File: src/design/pidc_pkg.sv
// ----------------------------------------------------------------------------
// pidc_pkg
// Shared types and constants for the clamped PID controller.
// ----------------------------------------------------------------------------
package pidc_pkg;

    // Field widths
    localparam int SAMPLE_W = 8;
    localparam int ERR_W    = 9;
    localparam int SUM_W    = 10;
    localparam int DIF_W    = 10;
    localparam int GAIN_W   = 16;
    localparam int LIM_W    = 9;
    localparam int DRIVE_W  = 8;

    // Datapath widths
    localparam int PP_W     = GAIN_W + ERR_W;
    localparam int PI_W     = GAIN_W + SUM_W;
    localparam int PD_W     = GAIN_W + DIF_W;
    localparam int ACC_W    = 28;
    localparam int RAW_W    = SUM_W + 1;
    localparam int FRAC_W   = 8;

    // Configuration port
    localparam int CFG_IDX_W  = 2;
    localparam int CFG_DATA_W = GAIN_W;

    localparam logic [DRIVE_W-1:0] DRIVE_MAX = 8'd254;

    localparam logic signed [GAIN_W-1:0] GAIN_PROP_RST = 16'sd256;
    localparam logic signed [GAIN_W-1:0] GAIN_INT_RST  = 16'sd0;
    localparam logic signed [GAIN_W-1:0] GAIN_DER_RST  = 16'sd0;
    localparam logic [LIM_W-1:0]         SUM_LIM_RST   = 9'd200;

    // Register indexes
    typedef enum logic [CFG_IDX_W-1:0] {
        CFG_GAIN_PROP     = 2'd0,
        CFG_GAIN_INTEGRAL = 2'd1,
        CFG_GAIN_DERIV    = 2'd2,
        CFG_SUM_LIMIT     = 2'd3
    } t_cfg_idx;

    // Live configuration
    typedef struct packed {
        logic signed [GAIN_W-1:0] gain_prop;
        logic signed [GAIN_W-1:0] gain_integral;
        logic signed [GAIN_W-1:0] gain_deriv;
        logic [LIM_W-1:0]         sum_limit;
    } t_cfg;

endpackage

File: src/design/pidc_cfg.sv
// ----------------------------------------------------------------------------
// pidc_cfg
// Configuration registers: gains and sum limit, written by index.
// ----------------------------------------------------------------------------
module pidc_cfg
    import pidc_pkg::*;
(
    input  logic                  i_clk,
    input  logic                  i_rst_n,
    input  logic                  i_cfg_we,
    input  logic [CFG_IDX_W-1:0]  i_cfg_idx,
    input  logic [CFG_DATA_W-1:0] i_cfg_data,
    output t_cfg                  o_cfg
);

    t_cfg r_cfg;
    t_cfg n_cfg;

    // Decode the write into the addressed register
    always_comb begin
        n_cfg = r_cfg;
        if (i_cfg_we) begin
            unique case (t_cfg_idx'(i_cfg_idx))
                CFG_GAIN_PROP:     n_cfg.gain_prop     = i_cfg_data;
                CFG_GAIN_INTEGRAL: n_cfg.gain_integral = i_cfg_data;
                CFG_GAIN_DERIV:    n_cfg.gain_deriv    = i_cfg_data;
                CFG_SUM_LIMIT:     n_cfg.sum_limit     = i_cfg_data[LIM_W-1:0];
                default:           n_cfg = r_cfg;
            endcase
        end
    end

    always_ff @(posedge i_clk) begin
        if (!i_rst_n) begin
            r_cfg.gain_prop     <= GAIN_PROP_RST;
            r_cfg.gain_integral <= GAIN_INT_RST;
            r_cfg.gain_deriv    <= GAIN_DER_RST;
            r_cfg.sum_limit     <= SUM_LIM_RST;
        end else begin
            r_cfg <= n_cfg;
        end
    end

    assign o_cfg = r_cfg;

endmodule

File: config.mk
export PLATFORM = sky130hd
export DESIGN_NAME = pidc_cfg
export DESIGN_NICKNAME = d
export VERILOG_FILES = /design/src/design/pidc_pkg.sv /design/src/design/pidc_cfg.sv
export SDC_FILE = /design/constraint.sdc
export NUM_CORES = 1
export LEC_CHECK = 0
export BUFFER_PORTS_ARGS = -buffer_cell sky130_fd_sc_hd__buf_2
export CORE_MARGIN = 4
export CORE_UTILIZATION = 49
export CTS_BUF_LIST = sky130_fd_sc_hd__clkbuf_4 sky130_fd_sc_hd__clkbuf_8 sky130_fd_sc_hd__clkbuf_16
export CTS_CLUSTER_SIZE = 10
export DETAILED_ROUTE_END_ITERATION = 16
export GPL_ROUTABILITY_DRIVEN = 0
export PLACE_DENSITY = 0.79
export SLEW_MARGIN = 20
export SYNTH_ARGS = -nofsm -noshare
export SYNTH_HDL_FRONTEND = slang
export SYNTH_SLANG_ARGS = --single-unit
File: constraint.sdc
create_clock -name i_clk -period 1.1 [get_ports i_clk]
set_input_delay 0 -clock i_clk [delete_from_list [all_inputs] [get_ports i_clk]]
set_output_delay 0 -clock i_clk [all_outputs]
set_load 0.005 [all_outputs]
**Yosys cells after proc, flatten, opt, wreduce, memory -nomap -nowiden**

Index checks and enable logic that the tools add are counted.

- $add $sub $neg: 0
- Multiply operators: 0
- Divide/modulo/power cells: 0
- Magnitude comparators: 0
- Eq/ne operators: 3
- Shifts and indexed selects: 0
- Mux-type cells: 0
- Bitwise operators: 0
- Reductions and logical operators: 5

Operators with widths:

| operator | count |
|---|---|
| AND reduction 2 bit | 4 |
| == test 2 bit, second input constant | 2 |
| == test 2 x 1 -> 1 bit, second input constant | 1 |
| zero test 2 bit | 1 |

- Flip-flop bits (word level): 57
- Bits in latches: 0
- RAM bits: 0
- Memory bits (read-only): 0
- Output and inout bits: 57
- Memories kept: 0

**Longest topological paths before layout**

Gate-level depths: netlist (run 1).

- Word-level depth: 2
- Depth in mapped cells: 5
- Gate-level depth less buffers: 2

**Worst setup path before layout (run 1)**

OpenSTA, ideal clock, no wires.

- Path kind: input port to flip-flop
- From: input i_cfg_idx[1]
- To: register r_cfg (netlist bit o_cfg[45])
- Setup time: 72 ps
- Arrival: 752 ps
- Path slack: 277 ps
- Stages: 5
- Path buffers: 3
- Cell sequence: buf_6 nor3b_2 buf_6 buf_8 mux2i_1

- Cells in the longest elaborated chain, start to end: 2

RTL lines:

| element | line | RTL |
|---|---|---|
| start: declaration | pidc_cfg.sv:11 | `input logic [CFG_IDX_W-1:0] i_cfg_idx,` |
| zero test 2 bit | pidc_cfg.sv:23 | `unique case (t_cfg_idx'(i_cfg_idx))` |
| AND reduction 2 bit (no line) | n/a |  |
| end signal: assignment | pidc_cfg.sv:40 | `r_cfg <= n_cfg;` |
| end: declaration | pidc_cfg.sv:16 | `t_cfg r_cfg;` |

Every way passes these cells.
A chain may end at the register's enable or synchronous reset.

**Final worst setup path (run 1)**

- From: register r_cfg (netlist bit o_cfg[35])
- To: output o_cfg[35] (netlist name)

RTL lines:

| element | line | RTL |
|---|---|---|
| end: declaration | pidc_cfg.sv:13 | `output t_cfg o_cfg` |

No word-level cell between the ends.

==> results of run 1 <==
## kinds of logic after synthesis
logic type | after synthesis
AOI/OAI and AO/OA | 4
buffers and inverters | 21
and+or+nand+nor | 78
DFF | 57
muxes | 53
## power breakdown
group          switching [mW]  total [mW]  internal, mW
combinational           0.205       0.403         0.198
sequential             0.0359        2.18          2.14
clock                   0.806        2.27          1.46
## metrics by stage
step | instance area (um2) | total power [mW] | setup WS, ns | util [%] | instances
after detailed placement | 2590 | 2.60 | 0.187 | 59.8 | 333
after CTS | 2930 | 4.90 | 0.285 | 67.7 | 359
after floorplan | 2190 | 2.45 | 0.277 | - | 213
after global placement | 2590 | 2.59 | 0.246 | 59.8 | 333
final | 2930 | 4.85 | 0.300 | 67.7 | 359
after global routing | 2930 | 5.02 | 0.243 | 67.7 | 359
## worst register-to-register path, stage by stage, from the launching register on
cell and delay (ns):
dfxtp_1 0.34, nand2_1 0.05, mux2i_1 0.15
## cells in the final DEF, fill, tap and decap left out
cell type,instances
mux2i_1,53
o211ai_1,4
buf_2,77
clkinv_4,1
nand3b_1,2
inv_1,4
nand4bb_1,1
nand4_1,3
dfxtp_1,57
clkbuf_8,12
buf_12,2
dlygate4sd3_1,10
nand2_1,69
nor3b_4,1
nand3_1,1
buf_4,6
and3_1,1
clkinv_2,1
bufinv_16,2
## final cells by class
| cell class | count | area (um2) |
|---|---|---|
| Sequential cell | 57 | 1140 |
| Timing Repair Buffer | 95 | 571 |
| Tap cell | 52 | 65.1 |
| Clock buffer | 12 | 165 |
| Inverter | 4 | 15.0 |
| Clock inverter | 4 | 73.8 |
| Fill cell | 363 | 1400 |
| Multi-Input combinational cell | 135 | 895 |
## per-layer routing
| layer | share of wire (%) | vias up | GRT usage (%) |
|---|---|---|---|
| met5 | 0 | - | 0 |
| met2 | 52 | 57 | 34.0 |
| met3 | 5.3 | 11 | 3.87 |
| met4 | 2.2 | 0 | 10.5 |
| met1 | 41 | 841 | 22.0 |
| li1 | - | 883 | - |
## worst max path at each step
stage | from | cells past startpoint | slack (ns) | to
finish | o_cfg[35]$_SDFFE_PN0P_ | 1 | 0.30 | o_cfg[35]
global route | o_cfg[50]$_SDFFE_PN0P_ | 1 | 0.24 | o_cfg[50]
CTS | o_cfg[53]$_SDFFE_PN0P_ | 1 | 0.28 | o_cfg[53]
detailed placement | i_cfg_we | 4 | 0.19 | o_cfg[53]$_SDFFE_PN0P_
global placement | i_cfg_we | 4 | 0.25 | o_cfg[50]$_SDFFE_PN0P_
floorplan | i_cfg_idx[1] | 5 | 0.28 | o_cfg[45]$_SDFFE_PN0P_
## repair_timing
item | in CTS | in global routing
hold buffers | 10 | 0
endpoints found under the setup margin | 0 | 0
buffers inserted | 0 | 0
endpoints found under the hold margin | 27 | 0
==> results.cfg, run 1 <==
[synthesis]
post_synth_main_area_contributors = dfxtp_1 52%, mux2i_1 24%, nand2_1 12%
yosys.area_share.adder_pct = 0
post_synth_inst_count = 213
synth_simple_gate_area_share_pct = 15.0
post-synth-top-area-cell = dfxtp_1
synth_ff_type = dfxtp_1
synth_enable_flop_cells = 0
syn_nets = 234
synth_xor_area_share_pct = 0
post_synthesis_compound_gate_area_fraction_pct = 1.37
post_synth_num_cell_types = 17
post_synth_arst_share_pct = 0
synth.cells.most_frequent = 69 x nand2_1, 57 x dfxtp_1, 53 x mux2i_1
largest_family_of_logic_cells_by_synthesized_area = multiplexers
synth.most_common_cell = nand2_1
syn-mean-instance-area_um2 = 10.3
synth_largest_type_area_fraction_pct = 52.2
synth_seq_area_share_pct = 52.2
yosys_warnings = 0
netlist_area_um2 = 2190
post_synth_mux_area_share_pct = 24.3
synth.ff_latch_count = 57

[timing]
rsz_0062_raised_after_global_routing = no
tightestPinTransition_ns = 0.426
worst_clock_skew_ns = 0
report.final.setup_viol = 0
hold_ws_ns = 0.00582
drv_slew = 0
slew_headroom_pct = 71.5
fmax_ghz = 1.25
fin_setup_tns_ns = 0
finalCritPeriodShare_pct = 72.7
finalCriticalPeriod_ns = 0.800
hold_viol = 0

[pwr]
ir_worst_vdd_uv = 818
power_leakage_nw = 1.57
power.density_cell_area_nw_per_um2 = 1660

[grt]
grt_first_pass_wirelength_um = 8070
largest_net_degree_at_the_start_of_global_routing = 46
first_global_vias = 1772
number_of_antenna_violations_at_the_first_check_in_global_routing = 0
grt.total_usage_pct = 19.4
residual_overflow_from_global_routing = 0

[worst_setup_path]
crit_chain = buf_2
regToRegEndpoint = o_cfg[43]$_SDFFE_PN0P_
critPathArrivalTime_ns = 0.80
crit_path_max_fanout = 2
largest_delay_contributor_family_on_the_critical_path = flip-flops
timing.setup.critical_path_class = flop to output port
setup_slack_on_the_worst_flop_to_flop_path_ns = 0.48
critical_path.endpoint_type = output port
worst_ep_required_time_ns = 1.10
critPathMaxStageDelay_ns = 0.35
cell_with_the_largest_stage_delay_on_the_worst_path = dfxtp_1
reg2regPathDepth = 2
start_kind = flop
critPathBufInv = 1
crit-reg2reg-launch = o_cfg[43]$_SDFFE_PN0P_

[clocking]
ctsHtreeMaxLevel = 3
clock_latency_ns = 0.32
cts_tree = built
sink_count = 57
cts.reportedPaths.clkPinSlew_ns = 0.06
clock_tree.root_cell = clkbuf_8
cts-buffers-inserted = 9
clockBufferDepth = 2
postCtsResizedCells = 0

[drt]
detail_route.wirelength_um = 5020
vias = 1792
violation_count_after_the_first_detailed_route_iteration = 61
route.detailed.wl_per_inst_um = 14.0
post-route-drc-count = 0
detail_route.first_pass.iterations = 4
route.detailed.vias_per_inst = 4.99
antenna_violating_nets_post_route = 0

[floorplanning]
row_count = 24
floorplan.die_area_um2 = 5600
coreArea_um2 = 4320
start_util_pct = 50.6
die_h_um = 74.8
design.portCount = 78
floorplan.die.width_um = 74.8

[finish]
drive_above_1_share_pct = 33.2
insertedDiodeCount = 0
nets = 323
number_of_flip_flops_under_the_largest_register_name = 57
area_growth_from_synthesis_to_layout_pct = 33.8

[job]
max-cap-violations = 0

[place]
dp.final_hpwl_um = 3520
port_buffers = 77

[hold_path]
endpoint_of_the_worst_hold_timing_path = o_cfg[9]$_SDFFE_PN0P_
hold_path_depth = 3
holdCritStartpoint = i_cfg_data[0]
min-delay-path-class = primary input to flop

[status]
outcome = completed
Power figures use the tool's default switching activity.
==> run 2, diff against run 1 <==
==> constraint.sdc (replaced) <==
create_clock -name i_clk -period 0.8 [get_ports i_clk]
set_input_delay 0 -clock i_clk [delete_from_list [all_inputs] [get_ports i_clk]]
set_output_delay 0 -clock i_clk [all_outputs]
set_load 0.005 [all_outputs]
==> run 2 against run 1 <==
Net effect:
- register-to-register slack got worse by 0.33 ns
- critical path depth unchanged
- cell count grew 1.7%
- first-iteration DRC count increased by 49%
- sequential share of layout area is 0.41 points lower
- combinational power increased by 54%
- wire length is 3.2% higher
- hold slack better by 0.0070 ns
- final area increased by 5.9%
- via count is 1.9% lower
- critical endpoint is now o_cfg[3]
- highest routed layer unchanged
==> results.cfg, run 2 (synthesized netlist as in run 1, its figures left out) <==
[finish]
layout.cell_area.non_filler_um2 = 3100
most-common-layout-cells = 69 x nand2_1, 66 x buf_2, 53 x mux2i_1, 44 x dfxtp_2, 14 x dlygate4sd3_1
nets = 329
finish.utilization_pct = 71.7
insertedDiodeCount = 0
final_common_cell = nand2_1
area_growth_from_synthesis_to_layout_pct = 41.7
number_of_flip_flops_under_the_largest_register_name = 57
drive_above_1_share_pct = 47.3

[drt]
vias = 1758
antenna_violating_nets_post_route = 0
post-route-drc-count = 0
violation_count_after_the_first_detailed_route_iteration = 91
detail_route.first_pass.iterations = 4
route.detailed.wl_per_inst_um = 14.2
detail_route.wirelength_um = 5180
route.detailed.vias_per_inst = 4.82

[clocking]
clock_latency_ns = 0.32
sink_count = 57
cts.reportedPaths.clkPinSlew_ns = 0.06
cts-buffers-inserted = 9
clockBufferDepth = 2
ctsHtreeMaxLevel = 3
post-cts-setup-buffer-count = 0
cts_tree = built
clock_tree.root_cell = clkbuf_8

[floorplanning]
start_util_pct = 50.6
die_h_um = 74.8
coreArea_um2 = 4320
row_count = 24
floorplan.die_area_um2 = 5600
floorplan.die.width_um = 74.8
design.portCount = 78

[worst_setup_path]
reg2regPathDepth = 2
largest_delay_contributor_family_on_the_critical_path = flip-flops
setup_slack_on_the_worst_flop_to_flop_path_ns = 0.15
crit-reg2reg-launch = o_cfg[3]$_SDFFE_PN1P_
critical_path.endpoint_type = output port
critPathArrivalTime_ns = 0.78
crit_path_max_fanout = 2
cell_with_the_largest_stage_delay_on_the_worst_path = dfxtp_2
critPathBufInv = 1
timing.setup.critical_path_class = flop to output port
worst_ep_required_time_ns = 0.80
critPathMaxStageDelay_ns = 0.35
crit_chain = buf_6
regToRegEndpoint = o_cfg[3]$_SDFFE_PN1P_
start_kind = flop

[pwr]
pwr-share-seq_pct = 48.8
ir_worst_vdd_uv = 1260
net_load_switching_power_mw = 1.41
power.density_cell_area_nw_per_um2 = 2000
power.total_mw = 6.18
combPwrFrac_pct = 10.0
switching_share_pct = 22.8
clkPwrFrac_pct = 41.2
internal_power_mw = 4.77
power_leakage_nw = 1.63

[timing]
final_critical_path_setup_slack_ns = 0.0166
tightestPinTransition_ns = 0.167
report.final.setup_viol = 0
finalCritPeriodShare_pct = 97.9
slew_headroom_pct = 88.6
drv_slew = 0
fin_setup_tns_ns = 0
rsz_0062_raised_after_global_routing = yes
hold_viol = 0
worst_clock_skew_ns = 0
finalCriticalPeriod_ns = 0.783
fmax_ghz = 1.28

[place]
port_buffers = 77
post-place-ws_ns = -0.0605
postPlaceCellArea_um2 = 2640
dp.final_hpwl_um = 3310

[job]
max-cap-violations = 0

[grt]
number_of_antenna_violations_at_the_first_check_in_global_routing = 0
grt_first_pass_wirelength_um = 8020
largest_net_degree_at_the_start_of_global_routing = 37
residual_overflow_from_global_routing = 0
grt.total_usage_pct = 19.5
first_global_vias = 1712

[hold_path]
hold_path_depth = 3
endpoint_of_the_worst_hold_timing_path = o_cfg[4]$_SDFFE_PN0P_
holdCritStartpoint = i_cfg_data[4]
min-delay-path-class = primary input to flop

[status]
outcome = completed
[run 2: cell types whose count changed in the layout (fill, tap and decap cells not counted), sizes merged]
cell / previous run / this run
buf: 85 / 87
bufinv: 2 / 0
clkbuf: 12 / 14
dlygate4sd3: 10 / 14
[run 2: tightest hold or removal path, stage by stage]
cell and delay (ns):
buf_2 0.10, nand2_1 0.12, mux2i_1 0.08
[run 2: layout make-up]
type | instances | area [um2]
tap | 52 | 65.1
multi-input combinational | 135 | 895
timing repair buffer | 101 | 732
clock buffer | 14 | 186
inverter | 4 | 15.0
fill | 328 | 1220
sequential | 57 | 1200
clock inverter | 2 | 10.0
[run 2: power groups by stage]
stage,registers (mW),clock network (mW),logic (mW)
after CTS,3.00,2.59,0.595
after global routing,3.03,2.72,0.675
final,3.02,2.55,0.619
after floorplan,3.06,0,0.305
after detailed placement,3.05,0,0.542
after global placement,3.06,0,0.531
[run 2: per-stage QoR]
step,hold WS (ns),cells
after floorplan,0.177,213
after global placement,0.292,335
after detailed placement,0.302,335
after CTS,0.00349,365
after global routing,0.0226,365
final,0.0128,365
[run 2: what timing repair did]
item	CTS	global route
hold buffers	14	0
resized for setup	9	46
endpoints found under the setup margin	9	40
hold endpoints to repair	44	0
[run 2: worst max path at each step]
stage | startpoint | endpoint | cells past startpoint
after global routing | o_cfg[3]$_SDFFE_PN1P_ | o_cfg[3] | 1
final | o_cfg[3]$_SDFFE_PN1P_ | o_cfg[3] | 1
after detailed placement | i_cfg_idx[0] | o_cfg[55]$_SDFFE_PN0P_ | 4
after global placement | i_cfg_idx[0] | o_cfg[41]$_SDFFE_PN0P_ | 4
after CTS | o_cfg[45]$_SDFFE_PN0P_ | o_cfg[45] | 1
after floorplan | i_cfg_idx[0] | o_cfg[45]$_SDFFE_PN0P_ | 5
[run 2: per-layer routing]
| layer | wire length (um) | vias to the layer above | track usage, % |
|---|---|---|---|
| li1 | - | 893 | - |
| met1 | 2290 | 793 | 23.1 |
| met2 | 2410 | 61 | 31.3 |
| met3 | 367 | 11 | 6.41 |
| met4 | 112 | 0 | 10.7 |
| met5 | 0 | - | 0 |
